File: src/rtl/fcsr_pkg.sv
`timescale 1ns / 1ps
// ----------------------------------------------------------------------------
// fcsr_pkg
// Types and codes shared by the filled-circle span rasterizer modules.
// ----------------------------------------------------------------------------
package fcsr_pkg;

    // Input item kinds, carried on s_tuser
    localparam logic OP_START   = 1'b0;
    localparam logic OP_ADVANCE = 1'b1;

    // Field widths fixed by the item formats
    localparam int CENTER_W = 10;
    localparam int RADIUS_W = 9;
    localparam int VALUE_W  = 2;
    localparam int STEP_X_W = 9;
    localparam int STEP_Y_W = 10;
    localparam int ACCUM_W  = 12;
    localparam int COORD_W  = 12;
    localparam int CALC_W   = 13;

    // Accumulator starts at radius / 16: a shift by four
    localparam int ACCUM_SHIFT = 4;

    localparam int S_TDATA_W = 32;
    localparam int M_TDATA_W = 40;

    // One octant step, handed from the front end to the span emitter
    typedef struct packed {
        logic [STEP_X_W-1:0] x;
        logic [STEP_Y_W-1:0] y;
        logic [CENTER_W-1:0] mx;
        logic [CENTER_W-1:0] my;
        logic [VALUE_W-1:0]  value;
        logic                done;
    } step_rec_t;

    // Queue status seen by both sides
    typedef struct packed {
        logic full;
        logic empty;
    } q_status_t;

    // Span phases within one step
    localparam logic [1:0] PH_RIGHT_X = 2'd0;
    localparam logic [1:0] PH_LEFT_X  = 2'd1;
    localparam logic [1:0] PH_RIGHT_Y = 2'd2;
    localparam logic [1:0] PH_LEFT_Y  = 2'd3;

endpackage

File: src/rtl/filled_circle_span_rasterizer.sv
`timescale 1ns / 1ps
// ----------------------------------------------------------------------------
// filled_circle_span_rasterizer
// Filled-circle rasterizer emitting vertical spans by the integer midpoint walk.
// ----------------------------------------------------------------------------
// A start item (s_tuser = 0) loads the center, radius and cell value and
// emits nothing; it restarts the walk even mid-circle. Each advance
// item (s_tuser = 1) while a circle is open yields four vertical spans, in the
// order column cx+x, cx-x (rows cy-y..cy+y), then cx+y, cx-y (rows cy-x..cy+x);
// the fourth span of the closing step carries m_tlast. An advance with no open
// circle is taken and dropped. The span emitter loads one span per cycle into
// the output register while the queue holds a step and the output is not
// stalled, so that register sets the sustained rate. In the cycle it accepts
// an advance, the front end pushes the current walk step into a two-entry
// queue and computes the next one, so input keeps flowing while results wait
// downstream. Centers are clamped to GRID_SIZE-1 and radii to RADIUS_MAX;
// span coordinates are not clipped and wrap as 12-bit two's complement values.
// ----------------------------------------------------------------------------
module filled_circle_span_rasterizer #(
    parameter int GRID_SIZE  = 1024,
    parameter int RADIUS_MAX = 511
) (
    input  logic        aclk,
    input  logic        aresetn,
    // Input items
    input  logic        s_tvalid,
    output logic        s_tready,
    input  logic [31:0] s_tdata,   // center_x[9:0], center_y[19:10], radius[28:20],
                                   // cell_value[30:29], zero [31]
    input  logic        s_tuser,   // op: 0 start, 1 advance
    // Span items
    output logic        m_tvalid,
    input  logic        m_tready,
    output logic [39:0] m_tdata,   // column[11:0], row_low[23:12], row_high[35:24],
                                   // span_value[37:36], zero [39:38]
    output logic        m_tlast    // last span of the circle
);

    fcsr_pkg::q_status_t q_status;
    fcsr_pkg::step_rec_t q_wdata, q_rdata;
    logic                q_push, q_pop;

    // Accept items and advance the walk
    fcsr_front #(
        .GRID_SIZE  (GRID_SIZE),
        .RADIUS_MAX (RADIUS_MAX)
    ) u_front (
        .aclk     (aclk),
        .aresetn  (aresetn),
        .s_tvalid (s_tvalid),
        .s_tready (s_tready),
        .s_tdata  (s_tdata),
        .s_tuser  (s_tuser),
        .q_status (q_status),
        .q_push   (q_push),
        .q_wdata  (q_wdata)
    );

    // Hold pending steps between the two sides
    fcsr_queue u_queue (
        .aclk    (aclk),
        .aresetn (aresetn),
        .push    (q_push),
        .wdata   (q_wdata),
        .pop     (q_pop),
        .rdata   (q_rdata),
        .status  (q_status)
    );

    // Emit four spans per step
    fcsr_back u_back (
        .aclk     (aclk),
        .aresetn  (aresetn),
        .q_rdata  (q_rdata),
        .q_status (q_status),
        .q_pop    (q_pop),
        .m_tvalid (m_tvalid),
        .m_tready (m_tready),
        .m_tdata  (m_tdata),
        .m_tlast  (m_tlast)
    );

endmodule

File: src/rtl/fcsr_front.sv
`timescale 1ns / 1ps
// ----------------------------------------------------------------------------
// fcsr_front
// Accept items, hold the circle walk and push one step record per advance on an open circle.
// ----------------------------------------------------------------------------
module fcsr_front #(
    parameter int GRID_SIZE  = 1024,
    parameter int RADIUS_MAX = 511
) (
    input  logic                          aclk,
    input  logic                          aresetn,
    input  logic                          s_tvalid,
    output logic                          s_tready,
    input  logic [fcsr_pkg::S_TDATA_W-1:0] s_tdata,
    input  logic                          s_tuser,
    input  fcsr_pkg::q_status_t           q_status,
    output logic                          q_push,
    output fcsr_pkg::step_rec_t           q_wdata
);

    logic [fcsr_pkg::STEP_X_W-1:0]       step_x_reg, step_x_next;
    logic [fcsr_pkg::STEP_Y_W-1:0]       step_y_reg, step_y_next;
    logic signed [fcsr_pkg::ACCUM_W-1:0] error_accum_reg, error_accum_next;
    logic [fcsr_pkg::CENTER_W-1:0]       held_cx_reg, held_cx_next;
    logic [fcsr_pkg::CENTER_W-1:0]       held_cy_reg, held_cy_next;
    logic [fcsr_pkg::VALUE_W-1:0]        held_value_reg, held_value_next;
    logic                                busy_reg, busy_next;

    logic [fcsr_pkg::CENTER_W-1:0] in_cx, in_cy, sat_cx, sat_cy;
    logic [fcsr_pkg::RADIUS_W-1:0] in_r, sat_r;
    logic [fcsr_pkg::VALUE_W-1:0]  in_value;
    logic                          accept;

    logic signed [fcsr_pkg::CALC_W-1:0] x_s, ny_s, acc_sum, acc_diff, acc_n, nx_s;
    logic                               done;

    assign in_cx    = s_tdata[9:0];
    assign in_cy    = s_tdata[19:10];
    assign in_r     = s_tdata[28:20];
    assign in_value = s_tdata[30:29];

    // Saturate the start fields to the grid and radius bounds
    assign sat_cx = (32'(in_cx) >= 32'(GRID_SIZE)) ? fcsr_pkg::CENTER_W'(GRID_SIZE - 1) : in_cx;
    assign sat_cy = (32'(in_cy) >= 32'(GRID_SIZE)) ? fcsr_pkg::CENTER_W'(GRID_SIZE - 1) : in_cy;
    assign sat_r  = (32'(in_r) > 32'(RADIUS_MAX)) ? fcsr_pkg::RADIUS_W'(RADIUS_MAX) : in_r;

    assign s_tready = !q_status.full;
    assign accept   = s_tvalid && s_tready;
    assign q_push   = accept && (s_tuser == fcsr_pkg::OP_ADVANCE) && busy_reg;

    // Midpoint step: y += 1, acc += y, pull x in when acc reaches x
    always_comb begin
        x_s      = $signed({4'b0, step_x_reg});
        ny_s     = $signed({3'b0, step_y_reg}) + 13'sd1;
        acc_sum  = $signed({error_accum_reg[fcsr_pkg::ACCUM_W-1], error_accum_reg}) + ny_s;
        acc_diff = acc_sum - x_s;
        if (acc_diff >= 0) begin
            acc_n = acc_diff;
            nx_s  = x_s - 13'sd1;
        end else begin
            acc_n = acc_sum;
            nx_s  = x_s;
        end
        done = nx_s < ny_s;
    end

    always_comb begin
        q_wdata.x     = step_x_reg;
        q_wdata.y     = step_y_reg;
        q_wdata.mx    = held_cx_reg;
        q_wdata.my    = held_cy_reg;
        q_wdata.value = held_value_reg;
        q_wdata.done  = done;
    end

    always_comb begin
        step_x_next      = step_x_reg;
        step_y_next      = step_y_reg;
        error_accum_next = error_accum_reg;
        held_cx_next     = held_cx_reg;
        held_cy_next     = held_cy_reg;
        held_value_next  = held_value_reg;
        busy_next        = busy_reg;
        if (accept && (s_tuser == fcsr_pkg::OP_START)) begin
            held_cx_next     = sat_cx;
            held_cy_next     = sat_cy;
            held_value_next  = in_value;
            step_x_next      = sat_r;
            step_y_next      = '0;
            error_accum_next = $signed({3'b0, sat_r >> fcsr_pkg::ACCUM_SHIFT});
            busy_next        = 1'b1;
        end else if (q_push) begin
            step_x_next      = nx_s[fcsr_pkg::STEP_X_W-1:0];
            step_y_next      = ny_s[fcsr_pkg::STEP_Y_W-1:0];
            error_accum_next = acc_n[fcsr_pkg::ACCUM_W-1:0];
            busy_next        = !done;
        end
    end

    always_ff @(posedge aclk) begin
        if (!aresetn) begin
            step_x_reg      <= '0;
            step_y_reg      <= '0;
            error_accum_reg <= '0;
            held_cx_reg     <= '0;
            held_cy_reg     <= '0;
            held_value_reg  <= '0;
            busy_reg        <= 1'b0;
        end else begin
            step_x_reg      <= step_x_next;
            step_y_reg      <= step_y_next;
            error_accum_reg <= error_accum_next;
            held_cx_reg     <= held_cx_next;
            held_cy_reg     <= held_cy_next;
            held_value_reg  <= held_value_next;
            busy_reg        <= busy_next;
        end
    end

endmodule

File: src/rtl/fcsr_queue.sv
`timescale 1ns / 1ps
// ----------------------------------------------------------------------------
// fcsr_queue
// Two-entry queue of step records between the front end and the emitter.
// ----------------------------------------------------------------------------
module fcsr_queue (
    input  logic                aclk,
    input  logic                aresetn,
    input  logic                push,
    input  fcsr_pkg::step_rec_t wdata,
    input  logic                pop,
    output fcsr_pkg::step_rec_t rdata,
    output fcsr_pkg::q_status_t status
);

    fcsr_pkg::step_rec_t entry_reg [2];
    logic       wr_ptr_reg, wr_ptr_next;
    logic       rd_ptr_reg, rd_ptr_next;
    logic [1:0] count_reg, count_next;
    logic       do_push, do_pop;

    assign status.full  = (count_reg == 2'd2);
    assign status.empty = (count_reg == 2'd0);
    assign do_push      = push && !status.full;
    assign do_pop       = pop && !status.empty;
    assign rdata        = entry_reg[rd_ptr_reg];

    always_comb begin
        wr_ptr_next = do_push ? !wr_ptr_reg : wr_ptr_reg;
        rd_ptr_next = do_pop ? !rd_ptr_reg : rd_ptr_reg;
        count_next  = count_reg + 2'(do_push) - 2'(do_pop);
    end

    always_ff @(posedge aclk) begin
        if (do_push) begin
            entry_reg[wr_ptr_reg] <= wdata;
        end
    end

    always_ff @(posedge aclk) begin
        if (!aresetn) begin
            wr_ptr_reg <= 1'b0;
            rd_ptr_reg <= 1'b0;
            count_reg  <= '0;
        end else begin
            wr_ptr_reg <= wr_ptr_next;
            rd_ptr_reg <= rd_ptr_next;
            count_reg  <= count_next;
        end
    end

`ifndef SYNTH
    a_count_bound: assert property (@(posedge aclk) disable iff (!aresetn)
        count_reg != 2'd3) else $error("queue count beyond depth");
    a_no_push_full: assert property (@(posedge aclk) disable iff (!aresetn)
        status.full |-> !push) else $error("push into full queue");
`endif

endmodule

File: src/rtl/fcsr_back.sv
`timescale 1ns / 1ps
// ----------------------------------------------------------------------------
// fcsr_back
// Expand each step record into four vertical spans through an output register.
// ----------------------------------------------------------------------------
module fcsr_back (
    input  logic                           aclk,
    input  logic                           aresetn,
    input  fcsr_pkg::step_rec_t            q_rdata,
    input  fcsr_pkg::q_status_t            q_status,
    output logic                           q_pop,
    output logic                           m_tvalid,
    input  logic                           m_tready,
    output logic [fcsr_pkg::M_TDATA_W-1:0] m_tdata,
    output logic                           m_tlast
);

    logic [1:0] phase_reg, phase_next;
    logic       valid_reg, valid_next;
    logic [fcsr_pkg::M_TDATA_W-1:0] data_reg;
    logic       last_reg;
    logic       load;

    logic [fcsr_pkg::COORD_W-1:0] mx12, my12, x12, y12, col, lo, hi;
    logic                         is_last;

    assign load  = !q_status.empty && (!valid_reg || m_tready);
    assign q_pop = load && (phase_reg == fcsr_pkg::PH_LEFT_Y);

    assign mx12 = {2'b0, q_rdata.mx};
    assign my12 = {2'b0, q_rdata.my};
    assign x12  = {3'b0, q_rdata.x};
    assign y12  = {2'b0, q_rdata.y};

    always_comb begin
        is_last = 1'b0;
        unique case (phase_reg)
            fcsr_pkg::PH_RIGHT_X: begin
                col = mx12 + x12;
                lo  = my12 - y12;
                hi  = my12 + y12;
            end
            fcsr_pkg::PH_LEFT_X: begin
                col = mx12 - x12;
                lo  = my12 - y12;
                hi  = my12 + y12;
            end
            fcsr_pkg::PH_RIGHT_Y: begin
                col = mx12 + y12;
                lo  = my12 - x12;
                hi  = my12 + x12;
            end
            fcsr_pkg::PH_LEFT_Y: begin
                col     = mx12 - y12;
                lo      = my12 - x12;
                hi      = my12 + x12;
                is_last = q_rdata.done;
            end
        endcase
    end

    always_comb begin
        phase_next = load ? phase_reg + 2'd1 : phase_reg;
        if (load) begin
            valid_next = 1'b1;
        end else if (m_tready) begin
            valid_next = 1'b0;
        end else begin
            valid_next = valid_reg;
        end
    end

    always_ff @(posedge aclk) begin
        if (load) begin
            data_reg <= {2'b0, q_rdata.value, hi, lo, col};
            last_reg <= is_last;
        end
    end

    always_ff @(posedge aclk) begin
        if (!aresetn) begin
            phase_reg <= fcsr_pkg::PH_RIGHT_X;
            valid_reg <= 1'b0;
        end else begin
            phase_reg <= phase_next;
            valid_reg <= valid_next;
        end
    end

    assign m_tvalid = valid_reg;
    assign m_tdata  = data_reg;
    assign m_tlast  = last_reg;

`ifndef SYNTH
    a_phase_has_record: assert property (@(posedge aclk) disable iff (!aresetn)
        (phase_reg != fcsr_pkg::PH_RIGHT_X) |-> !q_status.empty)
        else $error("span phase advanced without a queued step");
`endif

endmodule
File: config.mk
export PLATFORM = sky130hd
export DESIGN_NAME = filled_circle_span_rasterizer
export DESIGN_NICKNAME = d
export VERILOG_FILES = /design/src/rtl/fcsr_pkg.sv /design/src/rtl/filled_circle_span_rasterizer.sv /design/src/rtl/fcsr_front.sv /design/src/rtl/fcsr_queue.sv /design/src/rtl/fcsr_back.sv
export SDC_FILE = /design/constraint.sdc
export NUM_CORES = 1
export LEC_CHECK = 0
export ABC_CLOCK_PERIOD_IN_PS = 7600
export BUFFER_PORTS_ARGS = -buffer_cell sky130_fd_sc_hd__buf_2
export CAP_MARGIN = 40
export CORE_MARGIN = 2
export CORE_UTILIZATION = 60
export DETAILED_ROUTE_END_ITERATION = 12
export GPL_ROUTABILITY_DRIVEN = 0
export PLACE_DENSITY = 0.77
export SYNTH_ARGS = -nofsm -noshare
export SYNTH_HDL_FRONTEND = slang
export SYNTH_SLANG_ARGS = --single-unit
File: constraint.sdc
create_clock -name aclk -period 7.6 [get_ports aclk]
set_input_delay 1.52 -clock aclk [delete_from_list [all_inputs] [get_ports aclk]]
set_output_delay 1.52 -clock aclk [all_outputs]
set_load 0.005 [all_outputs]
==> summary.txt, run 1 <==
Pwr
  • Combinational power share: 25.2%
  • Leakage: 4.82 nW
  • Sequential share of power: 42.0%
  • Power per cell area: 232 nW/um^2
  • Maximum vdd ir drop: 166 uV
  • Internal power: 1.87 mW
  • Switching share of power: 32.1%
  • Clock power share: 32.8%
  • Switch Pwr: 0.882 mW

Finish
  • Fraction of layout cells with a size suffix above 1: 14.8%
  • Diode count: 0
  • Commonest non-fill, non-tap cell in the layout: edfxtp_1
  • Multi-input logic area: 5340 um^2
  • Most frequent cells in the layout: 120 x edfxtp_1, 108 x nand2_1, 89 x ha_1, 77 x inv_1
  • Register Area: 4850 um^2
  • Post-route cell area: 11900 um^2
  • Synth-to-Final Area Change: 11.8%
  • Fill cell count: 1345
  • Largest register FFs: 84
  • Nets: 1233

Worst setup path
  • Critical path depth in cells: 27
  • Worst stage delay on the critical path: 0.55 ns
  • Worst flop-to-flop path startpoint: u_front.step_y_reg[0]
  • Nature of the critical path endpoint: register
  • CP bufs+invs: 3
  • FF-to-FF End: u_queue.entry_reg[1][0]
  • CP Data Arrival Time: 6.64 ns
  • Worst R2R Setup Slack: 1.27 ns
  • CP Class: reg2reg
  • Worst Setup EP: u_queue.entry_reg[1][0]
  • Delay-heaviest family, CP: compound AO/OA/AOI/OAI gates
  • Worst EP required: 7.91 ns
  • Worst reg-to-reg path cell count: 27
  • Startpoint Class: register
  • Worst setup startpoint: u_front.step_y_reg[0]
  • Crit path max fanout: 14
  • Critical path's slowest cell: dfxtp_1

Clocking
  • Clock Sinks: 182
  • Resized Gates After CTS: 0
  • Root buf cell: clkbuf_16
  • CTS buffer count: 17
  • Postcts setup bufs: 0
  • Post-CTS Hold Buffers: 0
  • CTS tree: built
  • Clock H-tree levels: 4
  • CTS clk-pin slew, worst paths: 0.08 ns
  • Skew-Pair Late Insertion Delay: 0.44 ns
  • Clock buffer depth: 2

Global routing
  • Remaining Overflow, GRT: 0
  • Antenna violations before repair: 0
  • Largest net degree at the start of global routing: 43
  • Number of global-route vias before repair: 7345
  • First-pass GRT wire length: 37.8 mm
  • Total GRT Usage: 26.2%

Timing
  • Max-slew violation count: 0
  • RSZ-0062 raised after global routing: false
  • Setup Skew: 0.0179 ns
  • Fmax: 158 MHz
  • Ratio of final minimum period to clock period: 83.4%
  • Fin Setup TNS: 0 ns
  • Crit path time final: 6.33 ns
  • Worst Tran Pin Value: 0.698 ns
  • Setup-failing EPs final: 0
  • Hold Vio Cnt, Final: 0
  • Slew headroom: 53.5%

Yosys
  • Post-synth EDFFs: 120
  • #FFs+latches synth: 182
  • Cells after Synth: 1030
  • FFs w/ async S/R, synth: 0%
  • Syn Area/Cell: 10.3 um^2
  • Dominant cells by area after synthesis: edfxtp_1 34%, dfxtp_1 12%, ha_1 10%
  • Top_reg_cell synth: edfxtp_1
  • Number of library cell types mapped by synthesis: 73
  • Sequential share of the synthesized area: 45.6%
  • Largest area contributor in the netlist: edfxtp_1
  • Ys Warns: 0
  • Top cell type's share of synthesized area: 33.9%
  • Netlist Area Pre-Place: 10600 um^2

Floorplan
  • Die Ht: 137 um
  • Initial core utilization: 61.4%
  • Row count: 48
  • Core box area: 17300 um^2
  • Die width: 137 um
  • Die area: 18800 um^2
  • I/O pins: 80

Run status
  • Status: finished clean

Run
  • Max cap viols: 0

Detailed routing
  • Vias per cell: 5.91
  • Drt pass-1 iters: 5
  • Routed WL: 23.6 mm
  • Via count: 7902
  • Number of nets with antenna violations after routing: 0
  • Initial drt markers: 649
  • DRC: 0
  • Average wire per standard cell: 17.6 um

Place
  • Port bufs: 75
  • Hpwl dp: 16.7 mm
  • DP Area: 11300 um^2

Worst hold path
  • Hold WC Path Type: reg2reg
## cell usage after synthesis (9+ instances only)
library cell,instances
o21ai_0,40
a31oi_1,9
mux2_2,28
xor2_1,25
nor3_1,16
a21o_1,18
mux2i_1,22
ha_1,89
xnor2_1,52
nor2_1,68
o21a_1,13
inv_1,77
o21bai_1,10
or3_1,12
and3_1,9
clkbuf_1,25
a211oi_1,15
nor2b_1,12
o211ai_1,10
edfxtp_1,120
nand2_1,108
nand3_1,9
dfxtp_1,62
a21oi_1,75
o221ai_1,13
## stage by stage
step	cells	utilization, %	power (mW)	worst slack (ns)	hold WS, ns
floorplan	1032	-	1.70	2.33	0.424
global placement	1303	64.7	1.83	1.53	0.431
global route	1338	68.6	2.89	0.646	0.463
CTS	1338	68.6	2.76	1.34	0.457
detailed placement	1306	65.1	1.85	1.48	0.438
finish	1338	68.6	2.75	1.27	0.457
## final cells by class
class	count	area share, %
Clock buffer	17	3.58
Clock inverter	15	1.60
Timing Repair Buffer	86	4.24
Multi-Input combinational cell	735	44.9
Sequential cell	182	40.8
Inverter	78	2.47
Tap cell	225	2.37
## worst min-delay path by stage
stage                                      start                        to  slack, ns  depth (start not counted)
after floorplan            u_front.step_x_reg[3]  u_queue.entry_reg[0][36]       0.42                          0
after global placement    u_front.held_cy_reg[8]  u_queue.entry_reg[0][11]       0.43                          0
after detailed placement  u_front.held_cy_reg[8]  u_queue.entry_reg[1][11]       0.44                          0
after CTS                 u_front.held_cy_reg[8]  u_queue.entry_reg[1][11]       0.46                          0
after global routing      u_front.held_cy_reg[8]  u_queue.entry_reg[0][11]       0.46                          0
final                     u_front.held_cy_reg[8]  u_queue.entry_reg[1][11]       0.46                          0
## power groups by stage
stage	clock network, mW	registers, mW	logic [mW]
final	0.903	1.15	0.693
after global routing	0.952	1.16	0.773
after CTS	0.916	1.15	0.686
after detailed placement	0	1.18	0.675
after global placement	0	1.17	0.655
after floorplan	0	1.17	0.529
## routing by layer
metal  share of wire [%]  GRT usage, %  vias to the layer above  wire [um]
li1                    -             -                     3843          -
met1                  46          37.2                     3764      10900
met2                  46          41.1                      261      10900
met3                 5.7          4.48                       34       1340
met4                 1.8          7.90                        0        416
met5                   0             0                        -          0
## logic make-up (layout without fill, tap and decap cells)
kind of cell               count (synthesis)  after routing  synth area share (%)
and+or+nand+nor                          266            266                  11.5
AOI/OAI and AO/OA                        242            242                  15.1
DFF                                      182            182                  45.6
buffers and inverters                    115            196                  4.42
adders and majority gates                 96             96                  11.8
xor gates and xnor gates                  77             77                  6.35
muxes                                     51             51                  5.15
other                                      1              3                0.0353
(Power assumes the default switching activity.)
==> run 2, diff against run 1 <==
- ABC_AREA: not set -> 1
- ABC_CLOCK_PERIOD_IN_PS: 7600 -> 6500
- clock period: 7.6 -> 6.5 ns (I/O delays scaled with it)
==> summary.txt, run 2 <==
Run status
  • Status: finished clean (unchanged)

Worst setup path
  • Crit path max fanout: 12 (was 14)
  • Worst EP required: 6.82 ns (was 7.91 ns)
  • Most frequent CP cell: nand2_1
  • Worst stage delay on the critical path: 0.45 ns (was 0.55 ns)
  • Critical path's slowest cell: dfxtp_1 (unchanged)
  • Nature of the critical path endpoint: register (unchanged)
  • Startpoint Class: register (unchanged)
  • CP Data Arrival Time: 5.70 ns (was 6.64 ns)
  • CP Class: reg2reg (unchanged)

Detailed routing
  • Routed WL: 22.2 mm (was 23.6 mm)
  • Vias per cell: 5.48 (was 5.91)
  • Number of nets with antenna violations after routing: 0 (unchanged)
  • Initial drt markers: 771 (was 649)
  • Via count: 8094 (was 7902)
  • Average wire per standard cell: 15.0 um (was 17.6 um)
  • Drt pass-1 iters: 5 (unchanged)
  • DRC: 0 (unchanged)

Clocking
  • Clock buffer depth: 2 (unchanged)
  • Clock Sinks: 182 (unchanged)
  • Root buf cell: clkbuf_16 (unchanged)
  • Clock H-tree levels: 4 (unchanged)
  • CTS tree: built (unchanged)
  • CTS clk-pin slew, worst paths: 0.08 ns (about the same)
  • Skew-Pair Late Insertion Delay: 0.43 ns (was 0.44 ns)
  • Resized Gates After CTS: 0 (unchanged)
  • CTS buffer count: 17 (unchanged)
  • Postcts setup bufs: 0 (unchanged)
  • Post-CTS Hold Buffers: 0 (unchanged)

Run
  • Max cap viols: 0 (unchanged)

Global routing
  • Met1 usage: 34.1% (was 37.2%)
  • GR Util met2: 41.7% (was 41.1%)
  • Gr busiest metal: met2 (unchanged)
  • Remaining Overflow, GRT: 0 (unchanged)
  • Antenna violations before repair: 0 (unchanged)
  • Number of global-route vias before repair: 7655 (was 7345)
  • Met3 GRT Util: 6.04% (was 4.48%)
  • Largest net degree at the start of global routing: 42 (was 43)
  • Total GRT Usage: 25.9% (was 26.2%)
  • First-pass GRT wire length: 37.1 mm (was 37.8 mm)

Pwr
  • Tot Pwr: 2.87 mW (was 2.75 mW)
  • Maximum vdd ir drop: 228 uV (was 166 uV)
  • Power per cell area: 246 nW/um^2 (was 232 nW/um^2)
  • Leakage: 5.19 nW (was 4.82 nW)

Timing
  • Worst Tran Pin Value: 0.915 ns (was 0.698 ns)
  • Max-slew violation count: 0 (unchanged)
  • Crit path time final: 5.38 ns (was 6.33 ns)
  • Hold WS: 0.453 ns (was 0.457 ns)
  • Setup Skew: 0.0100 ns (was 0.0179 ns)
  • Ratio of final minimum period to clock period: 82.7% (was 83.4%)
  • Slew headroom: 38.8% (was 53.5%)
  • Fin Setup TNS: 0 ns (unchanged)
  • Hold Vio Cnt, Final: 0 (unchanged)
  • RSZ-0062 raised after global routing: false (unchanged)
  • Final worst slack: 1.12 ns (was 1.27 ns)
  • Fmax: 186 MHz (was 158 MHz)
  • Setup-failing EPs final: 0 (unchanged)

Floorplan
  • Die width: 136 um (was 137 um)
  • Initial core utilization: 60.8% (was 61.4%)
  • I/O pins: 80 (unchanged)
  • Row count: 48 (unchanged)
  • Core box area: 17200 um^2 (was 17300 um^2)
  • Die Ht: 136 um (was 137 um)
  • Die area: 18500 um^2 (was 18800 um^2)

Finish
  • Util after Layout: 67.7% (was 68.6%)
  • Fill cell count: 1369 (was 1345)
  • Post-route cell area: 11600 um^2 (was 11900 um^2)
  • Non-filler cells, final: 1478 (was 1338)
  • Largest register FFs: 84 (unchanged)
  • Synth-to-Final Area Change: 11.4% (was 11.8%)
  • Diode count: 0 (unchanged)
  • Commonest non-fill, non-tap cell in the layout: nand2_1 (was edfxtp_1)
  • Nets: 1373 (was 1233)
  • Fraction of layout cells with a size suffix above 1: 12.8% (was 14.8%)
  • Most frequent cells in the layout: 209 x nand2_1, 150 x inv_1, 120 x edfxtp_1, 112 x nor2_1, 105 x o21ai_0 (was 120 x edfxtp_1, 108 x nand2_1, 89 x ha_1, 77 x inv_1)

Yosys
  • Netlist Area Pre-Place: 10400 um^2 (was 10600 um^2)
  • Top cell type's share of synthesized area: 34.5% (was 33.9%)
  • Dominant cells by area after synthesis: edfxtp_1 35%, dfxtp_1 12%, ha_1 11% (was edfxtp_1 34%, dfxtp_1 12%, ha_1 10%)
  • #FFs+latches synth: 182 (unchanged)
  • Count leader, synth: nand2_1 (was edfxtp_1)
  • Post-Synth XOR/XNOR Area: 3.69% (was 6.35%)
  • Post-synth EDFFs: 120 (unchanged)
  • Main combinational cell family by area after synthesis: simple AND/OR/NAND/NOR gates (was compound AO/OA/AOI/OAI gates)
  • Cells after Synth: 1173 (was 1030)
  • Post-synthesis compound-gate area fraction: 13.0% (was 15.1%)
  • Top_reg_cell synth: edfxtp_1 (unchanged)
  • Sequential share of the synthesized area: 46.4% (was 45.6%)
  • Ys Warns: 0 (unchanged)
  • Number of library cell types mapped by synthesis: 44 (was 73)
  • Area share of and/or/nand/nor cells after synthesis: 16.8% (was 11.5%)
  • Syn Area/Cell: 8.90 um^2 (was 10.3 um^2)
  • FFs w/ async S/R, synth: 0% (unchanged)
  • Post-synthesis adder-cell area fraction: 12.0% (was 11.8%)
  • Mux contribution to synthesized area: 0.863% (was 5.15%)
  • Commonest cells post-synth: 209 x nand2_1, 150 x inv_1, 120 x edfxtp_1 (was 120 x edfxtp_1, 108 x nand2_1, 89 x ha_1)
  • Largest area contributor in the netlist: edfxtp_1 (unchanged)

Place
  • Port bufs: 75 (unchanged)
  • Post-place setup slack: 1.16 ns (was 1.48 ns)
  • Hpwl dp: 16.5 mm (was 16.7 mm)
  • Cell Count Post-Placement: 1446 (was 1306)
  • DP Area: 11000 um^2 (was 11300 um^2)

Worst hold path
  • Hold WC Path Type: reg2reg (unchanged)
[run 2: cell count changes in the layout (fill, tap and decap cells not counted), moves of 16 or more]
| cell | change |
|---|---|
| o21ai_0 | +65 |
| inv_1 | +73 |
| xnor2_1 | -40 |
| nand2_1 | +101 |
| nor2_1 | +46 |
| nand3_1 | +25 |
| mux2_2 | -28 |
| a21o_1 | -16 |
[run 2: layout make-up]
type | instances | area, um^2 | share of cell area, %
flip-flops and latches | 182 | 4840 | 41.6
clock buffers | 18 | 429 | 3.69
well taps | 225 | 282 | 2.42
inverters | 154 | 578 | 4.97
repair buffers | 83 | 455 | 3.91
clock inverters | 14 | 166 | 1.43
multi-input cells | 802 | 4880 | 41.9
[run 2: cells by family (layout without fill, tap and decap cells)]
family,count (synthesis),count (layout)
other cells,1,3
buf+inv,191,269
flops,182,182
mux,9,9
compound gates,240,240
xor+xnor,44,44
simple gates,410,410
fa+ha+maj,96,96
[run 2: critical path: cells and delay by family, from the launching register on]
kind / cells / cell delay, ns
AOI/OAI and AO/OA: 6 / 1.00
xor gates and xnor gates: 3 / 0.54
adders and majority gates: 3 / 1.00
buffers and inverters: 4 / 0.32
DFF: 1 / 0.45
and+or+nand+nor: 18 / 1.93
[run 2: report_power, final]
part / switching, mW / internal [mW]
clock: 0.479 / 0.549
combinational: 0.335 / 0.198
sequential: 0.0250 / 1.28
[run 2: path summary, 6_finish.rpt]
check / from / end / slack, ns / depth (start not counted)
min reg2reg: u_front.held_cy_reg[1] / u_queue.entry_reg[1][4] / 0.45 / 0
max: u_front.step_y_reg[0] / u_front.busy_reg / 1.12 / 34
min: u_front.held_cy_reg[1] / u_queue.entry_reg[1][4] / 0.45 / 0
max reg2reg: u_front.step_y_reg[0] / u_front.busy_reg / 1.12 / 34
[run 2: layer usage]
layer	share of wire, %	vias up
li1	-	4068
met1	44	3712
met5	0	-
met4	3.0	0
met3	7.4	46
met2	46	268
==> run 3, diff against run 2 <==
- ABC_CLOCK_PERIOD_IN_PS: 6500 -> 4500
- CORE_UTILIZATION: 60 -> 55
- PLACE_DENSITY: 0.77 -> 0.74
- clock period: 6.5 -> 4.5 ns (I/O delays scaled with it)
==> summary.txt, run 3 (synthesis gave the netlist of run 2 again) <==
Run status
  • Status: complete, but fails checks (was finished clean)
  • Violated checks: setup timing

Place
  • Port bufs: 75 (unchanged)
  • Hpwl dp: 17.5 mm (was 16.5 mm)

Global routing
  • Met1 usage: 32.9% (was 34.1%)
  • Gr busiest metal: met2 (unchanged)
  • Met3 GRT Util: 3.95% (was 6.04%)
  • Largest net degree at the start of global routing: 44 (was 42)
  • Total GRT Usage: 25.0% (was 25.9%)
  • Remaining Overflow, GRT: 0 (unchanged)
  • GR Util met2: 42.1% (was 41.7%)
  • Number of global-route vias before repair: 7934 (was 7655)
  • Antenna violations before repair: 0 (unchanged)
  • First-pass GRT wire length: 39.1 mm (was 37.1 mm)

Floorplan
  • Row count: 50 (was 48)
  • Die area: 20100 um^2 (was 18500 um^2)
  • Initial core utilization: 56.0% (was 60.8%)
  • I/O pins: 80 (unchanged)
  • Die width: 142 um (was 136 um)
  • Core box area: 18600 um^2 (was 17200 um^2)
  • Die Ht: 142 um (was 136 um)

Timing
  • Crit path time final: 4.75 ns (was 5.38 ns)
  • RSZ-0062 raised after global routing: true (was false)
  • Fmax: 211 MHz (was 186 MHz)
  • Final worst slack: -0.245 ns (was 1.12 ns)
  • Slew headroom: 38.4% (was 38.8%)
  • Hold Vio Cnt, Final: 0 (unchanged)
  • Setup Skew: 0.0137 ns (was 0.0100 ns)
  • Worst Tran Pin Value: 0.914 ns (was 0.915 ns)
  • Setup-failing EPs final: 4 (was 0)
  • Max-slew violation count: 0 (unchanged)
  • Ratio of final minimum period to clock period: 105% (was 82.7%)
  • Hold WS: 0.453 ns (about the same)

Detailed routing
  • Initial drt markers: 772 (was 771)
  • Routed WL: 25.7 mm (was 22.2 mm)
  • Via count: 8689 (was 8094)
  • DRC: 0 (unchanged)
  • Number of nets with antenna violations after routing: 0 (unchanged)
  • Average wire per standard cell: 16.2 um (was 15.0 um)
  • Vias per cell: 5.48 (about the same)
  • Drt pass-1 iters: 8 (was 5)

Finish
  • Largest register FFs: 84 (unchanged)
  • Nets: 1472 (was 1373)
  • Util after Layout: 68.8% (was 67.7%)
  • Most frequent cells in the layout: 198 x nand2_1, 147 x inv_1, 120 x edfxtp_1, 105 x nor2_1, 104 x o21ai_0 (was 209 x nand2_1, 150 x inv_1, 120 x edfxtp_1, 112 x nor2_1, 105 x o21ai_0)
  • Synth-to-Final Area Change: 22.8% (was 11.4%)
  • Commonest non-fill, non-tap cell in the layout: nand2_1 (unchanged)
  • Fraction of layout cells with a size suffix above 1: 23.4% (was 12.8%)
  • Diode count: 0 (unchanged)
  • Fill cell count: 1372 (was 1369)

Pwr
  • Power per cell area: 348 nW/um^2 (was 246 nW/um^2)
  • Maximum vdd ir drop: 323 uV (was 228 uV)
  • Leakage: 5.72 nW (was 5.19 nW)

Clocking
  • CTS tree: built (unchanged)
  • CTS clk-pin slew, worst paths: 0.08 ns (about the same)
  • Skew-Pair Late Insertion Delay: 0.44 ns (was 0.43 ns)
  • Clock buffer depth: 2 (unchanged)
  • Clock Sinks: 182 (unchanged)
  • Clock H-tree levels: 4 (unchanged)
  • Root buf cell: clkbuf_16 (unchanged)
  • CTS buffer count: 17 (unchanged)

Worst setup path
  • Startpoint Class: register (unchanged)
  • Critical path's slowest cell: dfxtp_4 (was dfxtp_1)
  • Crit path max fanout: 4 (was 12)
  • Nature of the critical path endpoint: register (unchanged)
  • Most frequent CP cell: nand2_2 (was nand2_1)
  • Worst EP required: 4.84 ns (was 6.82 ns)
  • Worst stage delay on the critical path: 0.37 ns (was 0.45 ns)
  • CP Class: reg2reg (unchanged)
  • CP Data Arrival Time: 5.08 ns (was 5.70 ns)

Run
  • Max cap viols: 0 (unchanged)

Worst hold path
  • Hold WC Path Type: reg2reg (unchanged)
[run 3: worst max-delay path, delay by kind of cell, from the launching register on]
kind,cells,cell delay (ns)
flip-flops,1,0.37
adder cells (fa/ha/maj),4,0.93
XOR/XNOR,3,0.47
buffers and inverters,4,0.38
AND/OR/NAND/NOR,16,1.45
AO/OA/AOI/OAI,6,1.00
[run 3: final timing paths]
kind / startpoint / endpoint / slack [ns] / cells past startpoint
setup / recovery: u_front.step_y_reg[1] / u_front.busy_reg / -0.25 / 33
setup reg to reg: u_front.step_y_reg[1] / u_front.busy_reg / -0.25 / 33
hold / removal: u_front.held_cx_reg[9] / u_queue.entry_reg[0][22] / 0.45 / 0
hold reg to reg: u_front.held_cx_reg[9] / u_queue.entry_reg[0][22] / 0.45 / 0
[run 3: area by class of cell]
class / count / area (um^2) / share of cell area (%)
Clock buffer: 17 / 425 / 3.32
Timing Repair Buffer: 182 / 1200 / 9.37
Multi-Input combinational cell: 802 / 5330 / 41.6
Tap cell: 234 / 293 / 2.28
Inverter: 154 / 578 / 4.51
Clock inverter: 15 / 130 / 1.01
Sequential cell: 182 / 4860 / 37.9
[run 3: repair_timing]
| item | 4_1_cts | 5_1_grt |
|---|---|---|
| setup buffers | 24 | 9 |
| hold buffers | 0 | 0 |
| pin swaps | 17 | 34 |
| setup endpoints to repair | 3 | 4 |
| gates resized for setup | 29 | 63 |
[run 3: report_power, final]
part	switching, mW	leakage [nW]	total [mW]	internal (mW)
clock	0.705	0.277	1.43	0.729
combinational	0.613	3.82	1.13	0.522
sequential	0.0416	1.63	1.89	1.85
[run 3: per-stage QoR]
| step | area [um^2] | setup slack [ns] | cells | setup TNS [ns] | total power [mW] |
|---|---|---|---|---|---|
| 5_1_grt | 12800 | -0.443 | 1586 | -1.26 | 4.65 |
| 6_report | 12800 | -0.245 | 1586 | -0.614 | 4.46 |
| 3_5_place_dp | 11500 | -0.297 | 1523 | -0.698 | 2.79 |
| 3_3_place_gp | 11500 | -0.253 | 1523 | -0.541 | 2.76 |
| 2_1_floorplan | 10400 | 0.0367 | 1175 | 0 | 2.50 |
| 4_1_cts | 12400 | -0.0325 | 1579 | -0.0325 | 4.34 |
[run 3: per-layer routing]
metal  up-vias  part of all wire (%)
li1       4265                     -
met1      4026                    42
met2       340                    48
met3        58                   7.2
met4         0                   2.6
met5         -                     0
